==> src/sos_pkg.sv <==
package sos_pkg;

  localparam int SAMPLES  = 91;
  localparam int IDX_W    = $clog2(SAMPLES);
  localparam int ANGLE_W  = 8;
  localparam int DIST_W   = 16;
  localparam int WIDTH_W  = 17;
  localparam int CNT_W    = 4;
  localparam int HALF_W   = 7;
  localparam int ROM_LAST = 90;
  localparam int CFG_W    = 17;
  localparam int ROUND_SHIFT = 14;
  localparam int TDATA_IN_W  = 16;
  localparam int TDATA_OUT_W = 56;
  localparam int OUT_BITS    = CNT_W + 2 * ANGLE_W + DIST_W + WIDTH_W;

  localparam logic [ANGLE_W-1:0] LAST_ANGLE = ANGLE_W'(2 * (SAMPLES - 1));

  localparam logic [DIST_W-1:0]  RANGE_LIMIT_RST = 16'd2400;
  localparam logic [DIST_W-1:0]  JUMP_LIMIT_RST  = 16'd160;
  localparam logic [WIDTH_W-1:0] MIN_WIDTH_RST   = 17'd32;
  localparam logic [CNT_W-1:0]   MAX_OBJECTS_RST = 4'd9;

  typedef enum logic [1:0] {
    REG_RANGE_LIMIT = 2'd0,
    REG_JUMP_LIMIT  = 2'd1,
    REG_MIN_WIDTH   = 2'd2,
    REG_MAX_OBJECTS = 2'd3
  } cfg_reg_e;

  // round(sin(k deg) * 32768), k = 0..90
  localparam logic [15:0] SINE_ROM [0:ROM_LAST] = '{
    16'd0, 16'd572, 16'd1144, 16'd1715, 16'd2286, 16'd2856, 16'd3425, 16'd3993,
    16'd4560, 16'd5126, 16'd5690, 16'd6252, 16'd6813, 16'd7371, 16'd7927, 16'd8481,
    16'd9032, 16'd9580, 16'd10126, 16'd10668, 16'd11207, 16'd11743, 16'd12275,
    16'd12803, 16'd13328, 16'd13848, 16'd14365, 16'd14876, 16'd15384, 16'd15886,
    16'd16384, 16'd16877, 16'd17364, 16'd17847, 16'd18324, 16'd18795, 16'd19261,
    16'd19720, 16'd20174, 16'd20622, 16'd21063, 16'd21498, 16'd21926, 16'd22348,
    16'd22763, 16'd23170, 16'd23571, 16'd23965, 16'd24351, 16'd24730, 16'd25102,
    16'd25466, 16'd25822, 16'd26170, 16'd26510, 16'd26842, 16'd27166, 16'd27482,
    16'd27789, 16'd28088, 16'd28378, 16'd28660, 16'd28933, 16'd29197, 16'd29452,
    16'd29698, 16'd29935, 16'd30163, 16'd30382, 16'd30592, 16'd30792, 16'd30983,
    16'd31164, 16'd31336, 16'd31499, 16'd31652, 16'd31795, 16'd31928, 16'd32052,
    16'd32166, 16'd32270, 16'd32365, 16'd32449, 16'd32524, 16'd32588, 16'd32643,
    16'd32688, 16'd32723, 16'd32748, 16'd32763, 16'd32768
  };

  typedef struct packed {
    logic [ANGLE_W-1:0] first_angle;
    logic [ANGLE_W-1:0] stop_angle;
    logic [DIST_W-1:0]  nearest;
    logic [HALF_W-1:0]  half;
  } cand_t;

  function automatic cand_t make_cand(logic [ANGLE_W-1:0] first_ang,
                                      logic [ANGLE_W-1:0] stop_angle,
                                      logic [DIST_W-1:0] nearest);
    cand_t              c;
    logic [ANGLE_W-1:0] span;
    logic [HALF_W-1:0]  h;
    span = (stop_angle >= first_ang) ? stop_angle - first_ang : '0;
    h    = span[ANGLE_W-1:1];
    c.first_angle = first_ang;
    c.stop_angle  = stop_angle;
    c.nearest     = nearest;
    c.half        = (h > HALF_W'(ROM_LAST)) ? HALF_W'(ROM_LAST) : h;
    return c;
  endfunction

  function automatic logic [WIDTH_W-1:0] chord_width(logic [DIST_W-1:0] d,
                                                     logic [HALF_W-1:0] h);
    logic [31:0] p;
    p = 32'(d) * 32'(SINE_ROM[h]) + 32'(1 << (ROUND_SHIFT - 1));
    return p[ROUND_SHIFT +: WIDTH_W];
  endfunction

endpackage

==> src/scan_object_segmenter_core.sv <==
// Range-scan object segmenter.
// s_axis: one range sample per item, tdata[15:0] = distance (Q12.4 cm).
//   A sweep is SAMPLES items, sample i at angle 2*i degrees.
// m_axis: one item per object that is closed and qualifies; tlast marks the
//   last result caused by one input sample (a sweep's final sample may cause two).
// cfg: write channel, cfg_addr_i selects range_limit, jump_limit, min_width,
//   max_objects; always ready. Write only while no sample is in flight.
// Pipeline: a result reaches m_axis through the segmentation register, the
//   chord-width multiply register and the output register, in that order.
// Throughput: one sample per cycle while m_axis does not stall. A sweep's final
//   sample that closes two objects holds the width stage while it releases them, one result per cycle.
// Reset: registers return to their defaults, the sweep restarts at sample 0
//   with no open object and an object count of zero.
// When m_axis stalls, the output register holds its item; the width and
//   segmentation stages fill behind it and s_axis_tready drops once both are full.
module scan_object_segmenter_core
  import sos_pkg::*;
(
  input  logic                   clk_i,
  input  logic                   rst_ni,
  input  logic                   s_axis_tvalid,
  output logic                   s_axis_tready,
  input  logic [TDATA_IN_W-1:0]  s_axis_tdata,   // [15:0] distance
  output logic                   m_axis_tvalid,
  input  logic                   m_axis_tready,
  // [3:0] object_number, [11:4] first_angle, [19:12] final_angle,
  // [35:20] nearest_distance, [52:36] object_width, [55:53] zero
  output logic [TDATA_OUT_W-1:0] m_axis_tdata,
  output logic                   m_axis_tlast,   // last_of_run
  input  logic                   cfg_valid_i,
  output logic                   cfg_ready_o,
  input  logic [1:0]             cfg_addr_i,
  input  logic [CFG_W-1:0]       cfg_data_i
);

  logic [DIST_W-1:0]  range_limit_q, jump_limit_q;
  logic [WIDTH_W-1:0] min_width_q;
  logic [CNT_W-1:0]   max_objects_q;

  logic               inside_q, inside_d;
  logic [DIST_W-1:0]  prev_q;
  logic [ANGLE_W-1:0] start_q, start_d;
  logic [DIST_W-1:0]  near_q, near_d;
  logic [IDX_W-1:0]   idx_q, idx_d;

  logic               p1_valid_q, p1_c0_q, p1_c1_q, p1_end_q;
  cand_t              p1_cand0_q, p1_cand1_q;

  logic               p2_valid_q, p2_pend0_q, p2_pend1_q, p2_end_q;
  cand_t              p2_cand0_q, p2_cand1_q;
  logic [WIDTH_W-1:0] p2_w0_q, p2_w1_q;

  logic [CNT_W-1:0]   cnt_q, cnt_d;

  logic                   o_valid_q;
  logic [OUT_BITS-1:0]    o_data_q;
  logic                   o_last_q;

  logic               s_acc, p1_ready, p2_ready, p2_done, o_free;
  logic [DIST_W-1:0]  d_in, diff;
  logic [ANGLE_W-1:0] angle, prev_angle;
  logic               is_near, jump, c0_v, c1_v, last_sample;
  cand_t              cand0, cand1;

  logic               cur0, cur_pend, cur_q, cur_go, emit, nxt_q1;
  cand_t              cur_cand;
  logic [WIDTH_W-1:0] cur_w;

  assign cfg_ready_o = 1'b1;

  always_ff @(posedge clk_i or negedge rst_ni) begin
    if (!rst_ni) begin
      range_limit_q <= RANGE_LIMIT_RST;
      jump_limit_q  <= JUMP_LIMIT_RST;
      min_width_q   <= MIN_WIDTH_RST;
      max_objects_q <= MAX_OBJECTS_RST;
    end else if (cfg_valid_i) begin
      unique case (cfg_reg_e'(cfg_addr_i))
        REG_RANGE_LIMIT: range_limit_q <= cfg_data_i[DIST_W-1:0];
        REG_JUMP_LIMIT:  jump_limit_q  <= cfg_data_i[DIST_W-1:0];
        REG_MIN_WIDTH:   min_width_q   <= cfg_data_i[WIDTH_W-1:0];
        REG_MAX_OBJECTS: max_objects_q <= cfg_data_i[CNT_W-1:0];
      endcase
    end
  end

  // Segmentation of the incoming sample
  assign d_in        = s_axis_tdata[DIST_W-1:0];
  assign angle       = ANGLE_W'({idx_q, 1'b0});
  assign prev_angle  = (angle >= ANGLE_W'(2)) ? angle - ANGLE_W'(2) : '0;
  assign diff        = (d_in >= prev_q) ? d_in - prev_q : prev_q - d_in;
  assign is_near     = d_in < range_limit_q;
  assign jump        = diff >= jump_limit_q;
  assign last_sample = (32'(idx_q) + 32'd1) >= 32'(SAMPLES);
  assign c0_v        = inside_q && (!is_near || jump);

  always_comb begin
    inside_d = inside_q;
    start_d  = start_q;
    near_d   = near_q;
    if (is_near) begin
      if (!inside_q || jump) begin
        start_d  = angle;
        near_d   = d_in;
        inside_d = 1'b1;
      end else if (d_in < near_q) begin
        near_d = d_in;
      end
    end else begin
      inside_d = 1'b0;
    end
  end

  assign c1_v  = last_sample && inside_d;
  assign cand0 = make_cand(start_q, prev_angle, near_q);
  assign cand1 = make_cand(start_d, LAST_ANGLE, near_d);
  assign idx_d = last_sample ? '0 : idx_q + IDX_W'(1);

  assign s_acc         = s_axis_tvalid && s_axis_tready;
  assign s_axis_tready = p1_ready;
  assign p1_ready      = !p1_valid_q || p2_ready;

  always_ff @(posedge clk_i or negedge rst_ni) begin
    if (!rst_ni) begin
      inside_q <= 1'b0;
      prev_q   <= '0;
      start_q  <= '0;
      near_q   <= '0;
      idx_q    <= '0;
    end else if (s_acc) begin
      inside_q <= inside_d && !last_sample;
      prev_q   <= d_in;
      start_q  <= start_d;
      near_q   <= near_d;
      idx_q    <= idx_d;
    end
  end

  always_ff @(posedge clk_i or negedge rst_ni) begin
    if (!rst_ni) begin
      p1_valid_q <= 1'b0;
    end else if (s_acc) begin
      p1_valid_q <= 1'b1;
    end else if (p2_ready) begin
      p1_valid_q <= 1'b0;
    end
  end

  always_ff @(posedge clk_i) begin
    if (s_acc) begin
      p1_c0_q    <= c0_v;
      p1_c1_q    <= c1_v;
      p1_end_q   <= last_sample;
      p1_cand0_q <= cand0;
      p1_cand1_q <= cand1;
    end
  end

  // Width stage: release one closed object per cycle while m_axis does not stall
  assign cur0     = p2_pend0_q;
  assign cur_pend = p2_pend0_q || p2_pend1_q;
  assign cur_cand = cur0 ? p2_cand0_q : p2_cand1_q;
  assign cur_w    = cur0 ? p2_w0_q : p2_w1_q;
  assign cur_q    = (cur_w > min_width_q) && (cnt_q < max_objects_q);
  assign o_free   = !o_valid_q || m_axis_tready;
  assign cur_go   = p2_valid_q && cur_pend && (!cur_q || o_free);
  assign emit     = cur_go && cur_q;
  assign nxt_q1   = p2_pend1_q && (p2_w1_q > min_width_q)
                    && ((5'(cnt_q) + 5'd1) < 5'(max_objects_q));
  assign p2_done  = p2_valid_q
                    && (!cur_pend || (cur_go && !(p2_pend0_q && p2_pend1_q)));
  assign p2_ready = !p2_valid_q || p2_done;

  always_comb begin
    cnt_d = cnt_q;
    if (p2_done && p2_end_q) begin
      cnt_d = '0;
    end else if (emit) begin
      cnt_d = cnt_q + CNT_W'(1);
    end
  end

  always_ff @(posedge clk_i or negedge rst_ni) begin
    if (!rst_ni) begin
      p2_valid_q <= 1'b0;
      p2_pend0_q <= 1'b0;
      p2_pend1_q <= 1'b0;
      cnt_q      <= '0;
    end else begin
      cnt_q <= cnt_d;
      if (p2_ready) begin
        p2_valid_q <= p1_valid_q;
        p2_pend0_q <= p1_valid_q && p1_c0_q;
        p2_pend1_q <= p1_valid_q && p1_c1_q;
      end else if (cur_go) begin
        if (cur0) begin
          p2_pend0_q <= 1'b0;
        end else begin
          p2_pend1_q <= 1'b0;
        end
      end
    end
  end

  always_ff @(posedge clk_i) begin
    if (p2_ready && p1_valid_q) begin
      p2_end_q   <= p1_end_q;
      p2_cand0_q <= p1_cand0_q;
      p2_cand1_q <= p1_cand1_q;
      p2_w0_q    <= chord_width(p1_cand0_q.nearest, p1_cand0_q.half);
      p2_w1_q    <= chord_width(p1_cand1_q.nearest, p1_cand1_q.half);
    end
  end

  // Output register
  always_ff @(posedge clk_i or negedge rst_ni) begin
    if (!rst_ni) begin
      o_valid_q <= 1'b0;
    end else if (emit) begin
      o_valid_q <= 1'b1;
    end else if (m_axis_tready) begin
      o_valid_q <= 1'b0;
    end
  end

  always_ff @(posedge clk_i) begin
    if (emit) begin
      o_data_q <= {cur_w, cur_cand.nearest, cur_cand.stop_angle,
                   cur_cand.first_angle, cnt_q};
      o_last_q <= cur0 ? !nxt_q1 : 1'b1;
    end
  end

  assign m_axis_tvalid = o_valid_q;
  assign m_axis_tdata  = TDATA_OUT_W'(o_data_q);
  assign m_axis_tlast  = o_last_q;

  a_idx_range: assert property (@(posedge clk_i) disable iff (!rst_ni)
    32'(idx_q) < SAMPLES)
    else $error("sample index beyond sweep");

  a_second_close_at_end: assert property (@(posedge clk_i) disable iff (!rst_ni)
    p2_valid_q && p2_pend1_q |-> p2_end_q)
    else $error("end-of-sweep close without final sample");

  a_count_clears: assert property (@(posedge clk_i) disable iff (!rst_ni)
    p2_done && p2_end_q |=> cnt_q == '0)
    else $error("object count not cleared at sweep end");

  a_number_limit: assert property (@(posedge clk_i) disable iff (!rst_ni)
    emit |-> cnt_q < max_objects_q)
    else $error("object emitted beyond limit");

  a_ready_when_empty: assert property (@(posedge clk_i) disable iff (!rst_ni)
    !p1_valid_q |-> s_axis_tready)
    else $error("input stalled with empty segmentation stage");

endmodule
==> config.mk <==
export PLATFORM = sky130hd
export DESIGN_NAME = scan_object_segmenter_core
export DESIGN_NICKNAME = d
export VERILOG_FILES = /design/src/sos_pkg.sv /design/src/scan_object_segmenter_core.sv
export SDC_FILE = /design/constraint.sdc
export NUM_CORES = 2
export LEC_CHECK = 0
export ABC_AREA = 1
export ABC_CLOCK_PERIOD_IN_PS = 20500
export BUFFER_PORTS_ARGS = -buffer_cell sky130_fd_sc_hd__clkbuf_2
export CAP_MARGIN = 20
export CORE_ASPECT_RATIO = 1.2
export CORE_UTILIZATION = 60
export CTS_CLUSTER_DIAMETER = 200
export DETAILED_ROUTE_END_ITERATION = 6
export PLACE_DENSITY = 0.84
export SLEW_MARGIN = 40
export SYNTH_ARGS = -nofsm -noshare
export SYNTH_HDL_FRONTEND = slang
export SYNTH_SLANG_ARGS = --single-unit
==> constraint.sdc <==
create_clock -name clk_i -period 20.5 [get_ports clk_i]
set_input_delay 5.125 -clock clk_i [delete_from_list [all_inputs] [get_ports clk_i]]
set_output_delay 5.125 -clock clk_i [all_outputs]
set_load 0.005 [all_outputs]
======== Yosys cells after proc, flatten, opt, wreduce, memory -nomap -nowiden ========
Memory sizes are Yosys's and may differ from the RTL's.
Cells that the tools add are included.
word-level totals
  bits in read-only memories .............. 4096
  memories kept ........................... 2
  bits in writable memories ............... 0
  latch bits .............................. 0
  input port bits ......................... 40
  register bits after elaboration ......... 342
operators by class
  div/mod/pow operators ................... 0
  add/sub/neg operators ................... 11
  multiplexer cells ....................... 29
  bitwise operators ....................... 2
  shift operators ......................... 0
  $mul .................................... 2
  reductions and logical operators ........ 45
  equality and inequality tests ........... 4
  order comparisons ....................... 16
memories
  name              depth  width  read ports  clocked after memory_dff  write ports  RTL line       RTL
  (name not given)  128    16     1           0                         0            sos_pkg.sv:73  p = 32'(d) * 32'(SINE_ROM[h]) + 32'(1 << (ROUND_SHIFT - 1));
  (name not given)  128    16     1           0                         0            sos_pkg.sv:73
operator list
  cell                    number
  $mux 16                 8
  $add 31x14->31 const B  2
  $mul 16x16->31          2
  $mux 8                  5
  $mux 39                 1
  $gt 17x17->1            2
  $ge 16x16->1            2
  $lt 16x16->1            2
  $sub 16x16->16          2
  $logic_and 1x1->1       17
  $mux 17                 1
  $ge 8x8->1 const B      2
  $not 7->8               2
  $gt 7x7->1 const B      2
  $mux 1                  11
  $logic_not 1->1         10
  $reduce_and 2->1        5
  $add 7x1->8 const B     1
  $ge 8x2->1 const B      1
  $ge 8x7->1 const B      1
  $ge 8x8->1              1
  $ge 8x8->1 const A      1
  $logic_or 1x1->1        8
  $mux 4                  2
  14 further kinds        18

======== Logic depth before layout (Yosys ltp) ========
  depth in word-level cells ............... 13
  depth in mapped cells ................... 40
  mapped depth without buffers ............ 39

======== Least setup slack after synthesis ========
Ideal clock, no wire load.
  kind .................................... input -> output
  start point ............................. input m_axis_tready
  end point ............................... output s_axis_tready
  path slack .............................. 9798 ps
  arrival ................................. 5577 ps
  stages .................................. 4
  required time ........................... 15375 ps
  path through ............................ nor2_1 nand3_1 nand3_1 nand4_2
on the way
  longest elaborated chain between the ends .. 8
RTL lines
  what               RTL line                           RTL
  start, declared    scan_object_segmenter_core.sv:25   input logic m_axis_tready,
  $logic_or 1x1->1   scan_object_segmenter_core.sv:165  assign o_free = !o_valid_q || m_axis_tready;
  $logic_or 1x1->1   scan_object_segmenter_core.sv:166  assign cur_go = p2_valid_q && cur_pend && (!cur_q || o_free);
  $logic_and 1x1->1  scan_object_segmenter_core.sv:166
  $logic_and 1x1->1  scan_object_segmenter_core.sv:171  && (!cur_pend || (cur_go && !(p2_pend0_q && p2_pend1_q)));
  $logic_or 1x1->1   scan_object_segmenter_core.sv:171
  $logic_and 1x1->1  scan_object_segmenter_core.sv:171
  $logic_or 1x1->1   scan_object_segmenter_core.sv:172  assign p2_ready = !p2_valid_q || p2_done;
  $logic_or 1x1->1   scan_object_segmenter_core.sv:121  assign p1_ready = !p1_valid_q || p2_ready;
  end, declared      scan_object_segmenter_core.sv:22   output logic s_axis_tready,
Every way passes these cells.

======== Worst setup path after layout ========
Same ends and word-level chain as after synthesis.

==> run metrics <==
Rows=98; asr flop ratio synth=0.3385; die area=61320 um2; GRT Util Overall=0.3517; Arrival @ worst endpoint=5.91 ns; Worst Setup End Kind=output pin; metal3 WL=9.677 mm; Ports=100; Overflow after GRT=0; # clock sinks=325; detailed placement HPWL=81.88 mm; Yosys top cell area share=0.2151; cells after synthesis=4411; Synth Register Bits=325; Die Ht=271.1 um; Clock Root Buffer=clkbuf_16; Nets=5240; CTS buffer count=36; final wirelength=105.2 mm; CTS tree=built; Port Buffers=between 90 and 100; synth unique cells=69; Avg Vias per Cell=roughly 6; share of cells above drive strength 1=0.05776; hold slack=0.4014 ns; Clk Latency, worst-skew pair=0.60 ns; RSZ-0062 raised after global routing=false; htree depth=2; Hold Crit Class=flop to flop; DR iter-0 viols=2787; per-cell routed wire length=~20 um; final-report setup violation count=0; drt first pass iters=6; Clock Skew=0.03851 ns; syn_area_per_cell=roughly 8.2 um2; M1 WL=39.22 mm; routed via count=30840; cell type with the highest aggregate area in the netlist=fa_1; Reg clk slew, reported paths=0.07 ns; Die Width=226.2 um; initial core utilization=0.6074; Clock Tree Buf Depth=3; fin crit share=0.5381; max_slew headroom=0.4237; CP startpoint kind=input pin; synth-to-layout area growth=6.536%; Post-DRT Antenna Nets=0; DRC=0; Setup CP Type=input pin to output pin; Post-CTS Setup Bufs=0; antenna violations before repair=2; Max-Cap Viols=0; Worst-Margin Slew=0.8613 ns; Crit path required time=15.38 ns; ranking of synthesized cells by area=fa_1 (22%), edfxtp_1 (18%), ha_1 (13%), nand2_1 (9.8%), inv_1 (8.8%); Max Freq=0.09065 GHz; CORE AREA=59590 um2; Main synth FF type=edfxtp_1; gpl congestion=0.9973; YS warnings=0; Final min period=11.03 ns; WL met2=49.23 mm; Max FO, Critical Path=3; final hold viol count=0; sequential fraction of the synthesis area=0.2547; highest routed metal layer=met5; # hold bufs at CTS=0; final setup TNS=0 ns; first-pass GRT wire length=167.0 mm; largest net degree at the start of global routing=79; post_cts resized=0; via count of the first global-routing pass=31570; cell area after synthesis=36200 um2; max-slew violation count=0; outcome=completed; number of synthesized flops with an enable pin=around 220
==> sequential cells by signal, indices dropped and copies added, names as in the netlist, 7 cells and up <==
name and flops:
idx_q 7, jump_limit_q 16, min_width_q 17, near_q 16, o_data_q 52, p1_cand0_q 38
p1_cand1_q 31, p2_cand0_q 31, p2_cand1_q 24, p2_w0_q 17, p2_w1_q 17, prev_q 16
range_limit_q 16, start_q 8
==> path summary, 6_finish.rpt <==
kind / startpoint / end / slack [ns] / cells past startpoint
worst max-delay path: m_axis_tready / s_axis_tready / 9.47 / 6
max in group asynchronous: rst_ni / near_q[10]$_DFFE_PN0P_ / 14.88 / 2
worst max register to register: p1_cand1_q[1]$_SDFFCE_PN1P_ / p2_w1_q[14]$_DFFE_PP_ / 11.30 / 32
worst min-delay path: p1_cand1_q[38]$_DFFE_PP_ / p2_cand1_q[38]$_DFFE_PP_ / 0.40 / 0
min in group asynchronous: rst_ni / idx_q[1]$_DFFE_PN0P_ / 4.54 / 1
worst min register to register: p1_cand1_q[38]$_DFFE_PP_ / p2_cand1_q[38]$_DFFE_PP_ / 0.40 / 0
==> routing by layer <==
metal / track usage / up-vias
met2: 0.5673 / 1602
met1: 0.4362 / 14890
li1: - / 13920
met3: 0.06592 / 428
met5: 0 / -
met4: 0.2153 / 2
==> cell type report <==
| cell class | count | area [um2] |
|---|---|---|
| diodes | 1 | 2.502 |
| clock buffers | 46 | 998.5 |
| clock inverters | 20 | 224.0 |
| fillers | 4925 | 21030 |
| inverters | 875 | 3291 |
| multi-input cells | 3084 | 23160 |
| flip-flops and latches | 325 | 9221 |
| well taps | 800 | 1001 |
| repair buffers | 117 | 660.6 |
==> cell usage after synthesis (28+ instances only) <==
| master | count |
|---|---|
| a21oi_1 | 185 |
| buf_2 | 30 |
| clkbuf_1 | 64 |
| dfrtp_1 | 101 |
| edfxtp_1 | 215 |
| fa_1 | 389 |
| ha_1 | 372 |
| inv_1 | 845 |
| nand2_1 | 945 |
| nand3_1 | 124 |
| nor2_1 | 471 |
| nor3_1 | 28 |
| o21ai_0 | 251 |
| o21ai_1 | 28 |
| xor2_1 | 47 |
==> worst max-delay path, cell delays in order <==
cell      delay (ns)
clkbuf_2        0.08
nor2_1          0.14
nand3_1         0.13
nand3_1         0.16
nand4_2         0.13
clkbuf_2        0.14
==> cells by family (layout without fill, tap and decap cells) <==
group                    Yosys count  in the layout  share of synthesized area
AND/OR/NAND/NOR                 1640           1640                     0.1821
buffers and inverters           1005           1058                     0.1066
adder cells (fa/ha/maj)          761            761                     0.3437
AO/OA/AOI/OAI                    616            616                    0.09755
flip-flops                       325            325                     0.2547
XOR/XNOR                          60             60                    0.01452
other                              2              6                  0.0002075
multiplexers                       2              2                  0.0005531
==> placed cells by master, fill, tap and decap left out, drive strengths merged, types with 7 or more instances in the layout <==
| cell | instances |
|---|---|
| nand2 | 965 |
| inv | 858 |
| nor2 | 477 |
| fa | 389 |
| ha | 372 |
| o21ai | 284 |
| edfxtp | 215 |
| a21oi | 187 |
| clkbuf | 139 |
| nand3 | 126 |
| dfrtp | 101 |
| xor2 | 47 |
| clkinv | 32 |
| nor3 | 29 |
| a31oi | 25 |
| o211ai | 24 |
| buf | 24 |
| nand4 | 15 |
| o21a | 14 |
| xnor2 | 13 |
| or2 | 12 |
| o221ai | 10 |
| o2111ai | 10 |
| o31ai | 10 |
| a21o | 9 |
| dfstp | 9 |
| o311ai | 8 |
| a211oi | 7 |
| nor4 | 7 |
| o21bai | 7 |
==> stage by stage <==
step,cells,worst slack (ns),utilization,cell area [um2]
after floorplan,4414,9.798,-,36210
after global placement,5201,9.504,0.6258,37290
after detailed placement,5201,9.485,0.6262,37320
after CTS,5267,9.473,0.6468,38540
after global routing,5268,9.381,0.6471,38560
final,5268,9.469,0.6471,38560
Power is not shown: default switching activity piles up to over one toggle a cycle in this logic, so the estimate is an artifact.
